File: src/rtl/smcd_pkg.sv
// Types and constants of the scope min/max column decimator.
`default_nettype none

package smcd_pkg;

	// Fixed widths of the channel payload and the register port address.
	localparam int SAMPLE_W = 16;
	localparam int POS_W    = 10;
	localparam int PADDR_W  = 3;

	// Phase accumulator: one sample is 1.0 in Q.8, and the period never drops below it.
	localparam logic [32:0] PHASE_STEP    = 33'd256;
	localparam logic [31:0] MIN_PERIOD_Q8 = 32'd256;

	// Register indexes, decoded from paddr[2].
	localparam logic REG_CHANNEL_MODE       = 1'b0;
	localparam logic REG_SAMPLES_PER_COLUMN = 1'b1;

	typedef enum logic [1:0] {
		ACT_SAMPLE = 2'd0,
		ACT_CLEAR  = 2'd1,
		ACT_READ   = 2'd2,
		ACT_NONE   = 2'd3
	} action_t;

	typedef enum logic [1:0] {
		MODE_STEREO = 2'd0,
		MODE_LEFT   = 2'd1,
		MODE_RIGHT  = 2'd2,
		MODE_DIFF   = 2'd3
	} chan_mode_t;

	typedef enum logic [1:0] {
		ST_SWEEP,
		ST_IDLE,
		ST_EXEC
	} state_t;

	// One display column as it sits in the store.
	typedef struct packed {
		logic signed [SAMPLE_W-1:0] first_min;
		logic signed [SAMPLE_W-1:0] first_max;
		logic signed [SAMPLE_W-1:0] second_min;
		logic signed [SAMPLE_W-1:0] second_max;
		logic signed [SAMPLE_W-1:0] first_point;
		logic signed [SAMPLE_W-1:0] second_point;
	} column_t;

	// Per-sample controls for the column update.
	typedef struct packed {
		chan_mode_t mode;
		logic       zoom;
	} upd_ctrl_t;

endpackage

`default_nettype wire

File: src/rtl/smcd_column_math.sv
// Folds one stereo sample into a stored column, in point or peak mode.
`default_nettype none

module smcd_column_math import smcd_pkg::*; (
	input  upd_ctrl_t                  ctrl,
	input  logic signed [SAMPLE_W-1:0] left_sample,
	input  logic signed [SAMPLE_W-1:0] right_sample,
	input  column_t                    old_col,
	output column_t                    new_col
);

	localparam logic signed [SAMPLE_W:0] SAT_HI = 17'sd32767;
	localparam logic signed [SAMPLE_W:0] SAT_LO = -17'sd32768;

	logic signed [SAMPLE_W:0]   diff;
	logic signed [SAMPLE_W-1:0] diff_sat;
	logic signed [SAMPLE_W-1:0] ch_a;
	logic signed [SAMPLE_W-1:0] ch_b;
	logic                       stereo;

	// Saturated left minus right.
	always_comb begin
		diff = {left_sample[SAMPLE_W-1], left_sample} - {right_sample[SAMPLE_W-1], right_sample};
		if (diff > SAT_HI) begin
			diff_sat = SAT_HI[SAMPLE_W-1:0];
		end else if (diff < SAT_LO) begin
			diff_sat = SAT_LO[SAMPLE_W-1:0];
		end else begin
			diff_sat = diff[SAMPLE_W-1:0];
		end
	end

	// Channel routing; the second channel is only fed in stereo.
	always_comb begin
		stereo = (ctrl.mode == MODE_STEREO);
		ch_b   = '0;
		case (ctrl.mode)
			MODE_STEREO: begin
				ch_a = left_sample;
				ch_b = right_sample;
			end
			MODE_LEFT:  ch_a = left_sample;
			MODE_RIGHT: ch_a = right_sample;
			MODE_DIFF:  ch_a = diff_sat;
			default:    ch_a = left_sample;
		endcase
	end

	// Point mode keeps the newest sample; peak mode widens min and max.
	always_comb begin
		new_col = old_col;
		if (ctrl.zoom) begin
			new_col.first_point = ch_a;
			new_col.first_min   = ch_a;
			new_col.first_max   = ch_a;
			if (stereo) begin
				new_col.second_point = ch_b;
			end
			new_col.second_min = stereo ? ch_b : old_col.second_point;
			new_col.second_max = stereo ? ch_b : old_col.second_point;
		end else begin
			if (ch_a < old_col.first_min) begin
				new_col.first_min = ch_a;
			end
			if (ch_a > old_col.first_max) begin
				new_col.first_max = ch_a;
			end
			if (stereo && (ch_b < old_col.second_min)) begin
				new_col.second_min = ch_b;
			end
			if (stereo && (ch_b > old_col.second_max)) begin
				new_col.second_max = ch_b;
			end
		end
	end

endmodule

`default_nettype wire

File: config.mk
export PLATFORM = sky130hd
export DESIGN_NAME = smcd_column_math
export DESIGN_NICKNAME = d
export VERILOG_FILES = /design/src/rtl/smcd_pkg.sv /design/src/rtl/smcd_column_math.sv
export SDC_FILE = /design/constraint.sdc
export NUM_CORES = 1
export LEC_CHECK = 0
export BUFFER_PORTS_ARGS = -buffer_cell sky130_fd_sc_hd__clkbuf_2
export CORE_MARGIN = 2
export CORE_UTILIZATION = 50
export DETAILED_ROUTE_END_ITERATION = 8
export MAX_ROUTING_LAYER = met4
export PLACE_DENSITY = 0.83
export SYNTH_ARGS = -nofsm -noshare
export SYNTH_HDL_FRONTEND = slang
export SYNTH_SLANG_ARGS = --single-unit
File: constraint.sdc
create_clock -name vclk -period 8.3
set_input_delay 1.245 -clock vclk [all_inputs]
set_output_delay 1.245 -clock vclk [all_outputs]
set_load 0.01 [all_outputs]
==> insert_results.sql, run 1 <==
INSERT INTO impl_metrics (metric_group, metric, value, unit) VALUES
('run_status', 'run_status', 'finished, final reports clean', ''),
('finish', 'insertedDiodeCount', '0', ''),
('global_routing', 'largest_net_degree_at_the_start_of_global_routing', '72', ''),
('worst_setup_path', 'cp.required', '7.05', 'ns'),
('logic_synthesis', 'synth_fa_ha_area_share', '20.29', '%'),
('die', 'placementRows', '36', ''),
('detailed_routing', 'drtAntennaViolNets', '0', ''),
('logic_synthesis', 'synthesis.nets', '911', ''),
('hold_path', 'hold_path.startpoint', 'old_col[31]', ''),
('logic_synthesis', 'yosysSeqAreaShare', '0', '%'),
('timing', 'finalMaxSlewViolations', '0', ''),
('detailed_routing', 'count_of_vias_placed_by_the_detailed_router', '6359', ''),
('finish', 'finalNonFillerCells', '1038', ''),
('detailed_routing', 'post_drt_via_cell_ratio', '6.126', ''),
('logic_synthesis', 'synth_area', '0.004908', 'sq mm'),
('worst_setup_path', 'nature_of_the_critical_path_endpoint', 'primary output', ''),
('power_and_ir_drop', 'worst_ir_drop_vdd', '0.05244', 'mV'),
('power_and_ir_drop', 'leakage', '3.348', 'nW'),
('finish', 'layout.cells.most_common', 'clkbuf_2', ''),
('worst_setup_path', 'critical_path_arrival', '6.39', 'ns'),
('global_routing', 'gr-total-overflow', '0', ''),
('finish', 'seq_area', '0', 'sq um'),
('detailed_routing', 'drc', '0', ''),
('logic_synthesis', 'synth-simple-area-share', '22.99', '%'),
('clock_tree', 'post-cts-setup-buffers', '0', ''),
('clock_tree', 'cts.hold.buffers_added', '0', ''),
('logic_synthesis', 'ys_types', '64', ''),
('power_and_ir_drop', 'power-per-cell-area', '85.08', 'mW/mm^2'),
('timing', 'setup_tns', '0', 'ns'),
('timing', 'report.final.hold_viol_count', '0', ''),
('finish', 'nets', '1117', ''),
('detailed_routing', 'firstDrtPassIters', '5', ''),
('placed_design', 'hpwl', '15.05', 'mm'),
('timing', 'timing.final.crit_share', '92.03', '%'),
('finish', 'synthToLayoutAreaGrowth', '25.36', '%'),
('placed_design', 'gp_congestion', '0.9648', ''),
('placed_design', 'dp_cells', '1038', ''),
('logic_synthesis', 'synth_compound_gate_area_share', '34.11', '%'),
('placed_design', 'placement.io_buffers', '227', ''),
('die', 'core_area', '0.009639', 'sq mm'),
('detailed_routing', 'wl_per_cell', '17.42', 'um'),
('logic_synthesis', 'syn_warnings', '0', ''),
('timing', 'timing.fmax', '130.9', 'MHz'),
('logic_synthesis', 'synth_top_family_by_area', 'compound AO/OA/AOI/OAI gates', ''),
('die', 'die-area', '0.01063', 'sq mm'),
('die', 'die_w', '103.1', 'um'),
('timing', 'worst_slew_margin_rel', '29.44', '%'),
('logic_synthesis', 'yosys.area_share.xor_xnor', '1.606', '%'),
('hold_path', 'whs_endpoint', 'new_col[31]', ''),
('die', 'floorplan.initialDensity', '50.92', '%'),
('timing', 'unrepaired_setup_endpoints_after_global_routing', 'false', ''),
('worst_setup_path', 'criticalPathCategory', 'primary input to primary output', ''),
('worst_setup_path', 'setup.worst_path.start_class', 'primary input', ''),
('global_routing', 'gr-usage-all-layers', '32.60', '%'),
('hold_path', 'timing.hold.worst.class', 'primary input to primary output', ''),
('finish', 'drive_above_1_share', '33.92', '%'),
('timing', 'transition_time_at_the_pin_with_the_least_slew_margin', '1.054', 'ns'),
('die', 'floorplan.die.height', '103.1', 'um'),
('detailed_routing', 'drt_first_iter_violations', '471', ''),
('global_routing', 'vias_in_the_first_global_route', '5593', ''),
('global_routing', 'number_of_antenna_violations_at_the_first_check_in_global_routing', '0', ''),
('run', 'drv.max_cap_violation_count', '0', ''),
('detailed_routing', 'postRouteWirelength', '18.09', 'mm'),
('hold_path', 'timing.hold.worst_path_depth', '4', ''),
('worst_setup_path', 'critPathMaxFanout', '13', ''),
('clock_tree', 'post_cts_resize_count', '0', ''),
('logic_synthesis', 'syn_area_per_cell', '7.002', 'sq um'),
('timing', 'min_period', '7.638', 'ns'),
('finish', 'clkbuf_count', '0', ''),
('worst_setup_path', 'crit_path_start', 'right_sample[0]', ''),
('finish', 'nFlopsAndLatches', '0', ''),
('timing', 'final-setup-viol-count', '0', ''),
('logic_synthesis', 'post_synth_inst_count', '701', ''),
('finish', 'mostFrequentLayoutCells', 'clkbuf_2 (227), inv_1 (90), ha_1 (78)', ''),
('logic_synthesis', 'synth_mux_area_share', '10.58', '%'),
('global_routing', 'grt_first_pass_wirelength', '27.24', 'mm'),
('die', 'pin_count', '227', '');
[final cells by class]
cell class / count / area [sq um]
multi-input cells: 570 / 4397
fillers: 953 / 3486
repair buffers: 240 / 1234
inverters: 95 / 356.6
well taps: 133 / 166.4
[worst max path at each step]
stage,endpoint,slack (ns),cells after the start
after floorplan,new_col[78],1.29,21
after global placement,new_col[95],0.91,21
after detailed placement,new_col[95],0.76,21
after CTS,new_col[95],0.75,21
after global routing,new_col[95],0.28,21
final,new_col[95],0.66,21
[through the flow]
stage	worst slack [ns]	utilization, %	hold slack [ns]	power [mW]	area (sq um)
2_1_floorplan	1.286	-	2.617	0.3360	4908
3_3_place_gp	0.9069	63.84	2.798	0.5080	6153
3_5_place_dp	0.7577	63.84	2.802	0.5142	6153
4_1_cts	0.7457	63.84	2.803	0.5163	6153
5_1_grt	0.2830	63.84	2.819	0.5727	6153
6_report	0.6616	63.84	2.802	0.5235	6153
[cell families after synthesis]
logic type | count (synthesis)
AOI/OAI and AO/OA | 207
xor gates and xnor gates | 9
adders and majority gates | 79
buffers and inverters | 131
muxes | 47
and+or+nand+nor | 228
[synthesized netlist by cell type, types with 3 or more instances]
library cell   n  area share [%]
a211oi_1       3            0.46
a21o_1        20             3.1
a21oi_1       34             3.5
a221o_1       31             6.3
a221oi_2      10             3.1
a221oi_4       3             1.6
a311oi_1       8             1.4
and3_1        23             2.9
buf_1          4            0.31
clkbuf_1      28             2.1
ha_1          78              20
inv_1         90             6.9
inv_2          3            0.23
mux2_2        38             8.7
mux2i_1        8             1.6
nand2_1       36             2.8
nand2b_1      10             1.3
nand3_1       25             2.5
nand3b_1       3            0.46
nand4_1       22             2.8
nor2_1        68             5.2
nor2b_1        7            0.89
nor3_1        18             1.8
nor4_1         8             1.0
o211ai_1      17             2.6
o21a_1        10             1.5
o21ai_0       32             3.3
o21ai_1        6            0.61
o311a_1        7             1.4
or2_2          3            0.38
xnor2_1        5            0.89
xor2_1         4            0.71
[worst max-delay path, stage by stage]
cell and delay, ns:
clkbuf_2 0.14, ha_1 0.23, fa_1 0.39, nand2b_1 0.19, a21oi_1 0.31, o2111ai_2 0.19
nand4b_1 0.35, o21a_1 0.36, nand2_1 0.12, a221oi_2 0.49, ha_1 0.22, a21o_1 0.12
a21o_1 0.10, a21oi_1 0.06, o21ai_1 0.68, inv_1 0.14, nand2_1 0.27, a211oi_1 0.09
a311o_1 0.28, a311oi_1 0.23, clkbuf_2 0.18
[metal layers]
layer	global-route usage, %	vias up	part of all wire (%)
met2	53.65	350	46
li1	-	3052	-
met4	9.008	0	2.8
met1	43.15	2909	43
met5	-	-	0
met3	2.102	48	8.2
[where the power goes]
group	switching, mW	internal (mW)	leakage [nW]
Combinational	0.305	0.219	3.35
Sequential	0	0	0
Clock	0	0	0
Total	0.305	0.219	3.35
No activity file was read; power rests on OpenSTA's default activity.
==> inputs of run 2 (changes only) <==
--- a/config.mk
+++ b/config.mk
@@ -7,10 +7,10 @@
 export LEC_CHECK = 0
 export BUFFER_PORTS_ARGS = -buffer_cell sky130_fd_sc_hd__clkbuf_2
 export CORE_MARGIN = 2
-export CORE_UTILIZATION = 50
+export CORE_UTILIZATION = 45
 export DETAILED_ROUTE_END_ITERATION = 8
 export MAX_ROUTING_LAYER = met4
-export PLACE_DENSITY = 0.83
+export PLACE_DENSITY = 0.79
 export SYNTH_ARGS = -nofsm -noshare
 export SYNTH_HDL_FRONTEND = slang
 export SYNTH_SLANG_ARGS = --single-unit
==> constraint.sdc (replaced) <==
create_clock -name vclk -period 6.9
set_input_delay 1.035 -clock vclk [all_inputs]
set_output_delay 1.035 -clock vclk [all_outputs]
set_load 0.01 [all_outputs]
==> run 2 against run 1 <==
Against the previous run: hold slack lost 0.42 ns; combinational power up 26%; final cell count increased by 2.9%; sequential share of layout area is the same; critical path depth grew 1; total power grew 26%; global-route usage down 1.0 points; setup slack worse by 0.35 ns; via count grew 2.5%; highest routed layer unchanged.
==> insert_results.sql, run 2 (same netlist as run 1, synthesis figures left out) <==
INSERT INTO impl_metrics (metric_group, metric, value, unit) VALUES
('run_status', 'run_status', 'finished, final reports clean', ''),
('die', 'die_w', '108.4', 'um'),
('placed_design', 'dp_cells', '1068', ''),
('power_and_ir_drop', 'worst_ir_drop_vdd', '0.05154', 'mV'),
('power_and_ir_drop', 'power-per-cell-area', '104.0', 'mW/mm^2'),
('global_routing', 'number_of_antenna_violations_at_the_first_check_in_global_routing', '0', ''),
('worst_setup_path', 'critPathMaxStageDelay', '0.38', 'ns'),
('clock_tree', 'cts.hold.buffers_added', '0', ''),
('global_routing', 'grt_first_pass_wirelength', '29.42', 'mm'),
('detailed_routing', 'postRouteWirelength', '19.08', 'mm'),
('die', 'floorplan.die.height', '108.4', 'um'),
('worst_setup_path', 'critical_path.cell_chain', 'clkbuf_2 -> ha_1 -> fa_1 -> nand2b_1 -> a21oi_2 -> o2111ai_2 -> nand3b_1 -> a311oi_4 -> buf_4 -> a221oi_4 -> ha_1 -> nor2b_1 -> o21a_1 -> o21a_1 -> o211ai_1 -> a21oi_1 -> o21ai_0 -> nand4_1 -> a21oi_1 -> buf_6 -> mux2_2 -> clkbuf_2', ''),
('worst_setup_path', 'critical_path_arrival', '5.56', 'ns'),
('timing', 'setup_tns', '0', 'ns'),
('worst_setup_path', 'nature_of_the_critical_path_endpoint', 'primary output', ''),
('finish', 'synthToLayoutAreaGrowth', '29.29', '%'),
('timing', 'unrepaired_setup_endpoints_after_global_routing', 'false', ''),
('die', 'placementRows', '38', ''),
('finish', 'num-fill-cells', '1057', ''),
('detailed_routing', 'drc', '0', ''),
('timing', 'fin_hold_ws', '2.382', 'ns'),
('finish', 'insertedDiodeCount', '0', ''),
('timing', 'final-setup-viol-count', '0', ''),
('power_and_ir_drop', 'leakage', '3.457', 'nW'),
('placed_design', 'gp_congestion', '0.9805', ''),
('detailed_routing', 'wl_per_cell', '17.87', 'um'),
('finish', 'nFlopsAndLatches', '0', ''),
('finish', 'layout.core_utilization', '59.06', '%'),
('global_routing', 'vias_in_the_first_global_route', '5897', ''),
('finish', 'seq_area', '0', 'sq um'),
('finish', 'nets', '1140', ''),
('worst_setup_path', 'cp.required', '5.86', 'ns'),
('worst_setup_path', 'worstPathBufferInverterCount', '4', ''),
('hold_path', 'timing.hold.worst.class', 'primary input to primary output', ''),
('placed_design', 'place_area', '0.006335', 'sq mm'),
('timing', 'transition_time_at_the_pin_with_the_least_slew_margin', '1.047', 'ns'),
('finish', 'fin_area', '0.006346', 'sq mm'),
('run', 'drv.max_cap_violation_count', '0', ''),
('timing', 'min_period', '6.592', 'ns'),
('detailed_routing', 'drtAntennaViolNets', '0', ''),
('timing', 'timing.fmax', '151.7', 'MHz'),
('timing', 'report.final.hold_viol_count', '0', ''),
('placed_design', 'hpwl', '15.88', 'mm'),
('detailed_routing', 'count_of_vias_placed_by_the_detailed_router', '6517', ''),
('worst_setup_path', 'critPathMaxFanout', '16', ''),
('finish', 'clkbuf_count', '0', ''),
('die', 'die-area', '0.01176', 'sq mm'),
('die', 'pin_count', '227', ''),
('finish', 'drive_above_1_share', '35.78', '%'),
('global_routing', 'largest_net_degree_at_the_start_of_global_routing', '71', ''),
('detailed_routing', 'post_drt_via_cell_ratio', '6.102', ''),
('global_routing', 'gr-usage-all-layers', '31.59', '%'),
('finish', 'finalNonFillerCells', '1068', ''),
('worst_setup_path', 'cp_slowest_cell', 'fa_1', ''),
('placed_design', 'placement.io_buffers', '227', ''),
('global_routing', 'gr-total-overflow', '0', ''),
('die', 'floorplan.initialDensity', '45.68', '%'),
('timing', 'timing.final.crit_share', '95.53', '%'),
('timing', 'worst_slew_margin_rel', '29.97', '%'),
('worst_setup_path', 'setup.worst_path.start_class', 'primary input', ''),
('finish', 'mostFrequentLayoutCells', 'clkbuf_2 (227), inv_1 (90), ha_1 (78)', ''),
('die', 'core_area', '0.01075', 'sq mm'),
('finish', 'layout.cells.most_common', 'clkbuf_2', ''),
('timing', 'finalMaxSlewViolations', '0', ''),
('detailed_routing', 'firstDrtPassIters', '5', ''),
('worst_setup_path', 'criticalPathCategory', 'primary input to primary output', ''),
('detailed_routing', 'drt_first_iter_violations', '677', ''),
('worst_setup_path', 'worst_path_dominant_cell_family', 'compound AO/OA/AOI/OAI gates', '');
## run 2: worst min-delay path: stages
cell	delay [ns]
clkbuf_2	0.07
nor2_1	0.03
nor2_1	0.08
clkbuf_2	0.13
## run 2: power breakdown
group          leakage (nW)  switching [mW]  internal [mW]
clock network             0               0              0
registers                 0               0              0
logic                  3.46           0.378          0.282
total                  3.46           0.378          0.282
## run 2: path summary, 6_finish.rpt
path | startpoint | endpoint | slack [ns] | cells past startpoint
worst max-delay path | right_sample[0] | new_col[75] | 0.31 | 22
worst min-delay path | old_col[31] | new_col[31] | 2.38 | 4
## run 2: routing by layer
metal	up-vias	track usage, %	wire (um)
met3	36	3.255	1626
met1	3034	42.46	8212
met4	0	6.593	371
met5	-	-	0
met2	347	51.25	8870
li1	3100	-	-
## run 2: repair_timing
item | CTS | global route
gates resized for setup | 0 | 4
buffers inserted | 0 | 0
endpoints found under the setup margin | 0 | 10
## run 2: metrics by stage
step / total power [mW] / setup slack, ns
after CTS: 0.6483 / 0.2436
after detailed placement: 0.6455 / 0.2481
after floorplan: 0.4041 / 0.3057
after global placement: 0.6411 / 0.3759
after global routing: 0.7189 / 0.03056
final: 0.6599 / 0.3081
## run 2: final cells by class
cell class | instances | area (sq um) | share of cell area, %
multi-input combinational | 570 | 4404 | 69.40
tap | 140 | 175.2 | 2.760
timing repair buffer | 263 | 1410 | 22.22
inverter | 95 | 356.6 | 5.619
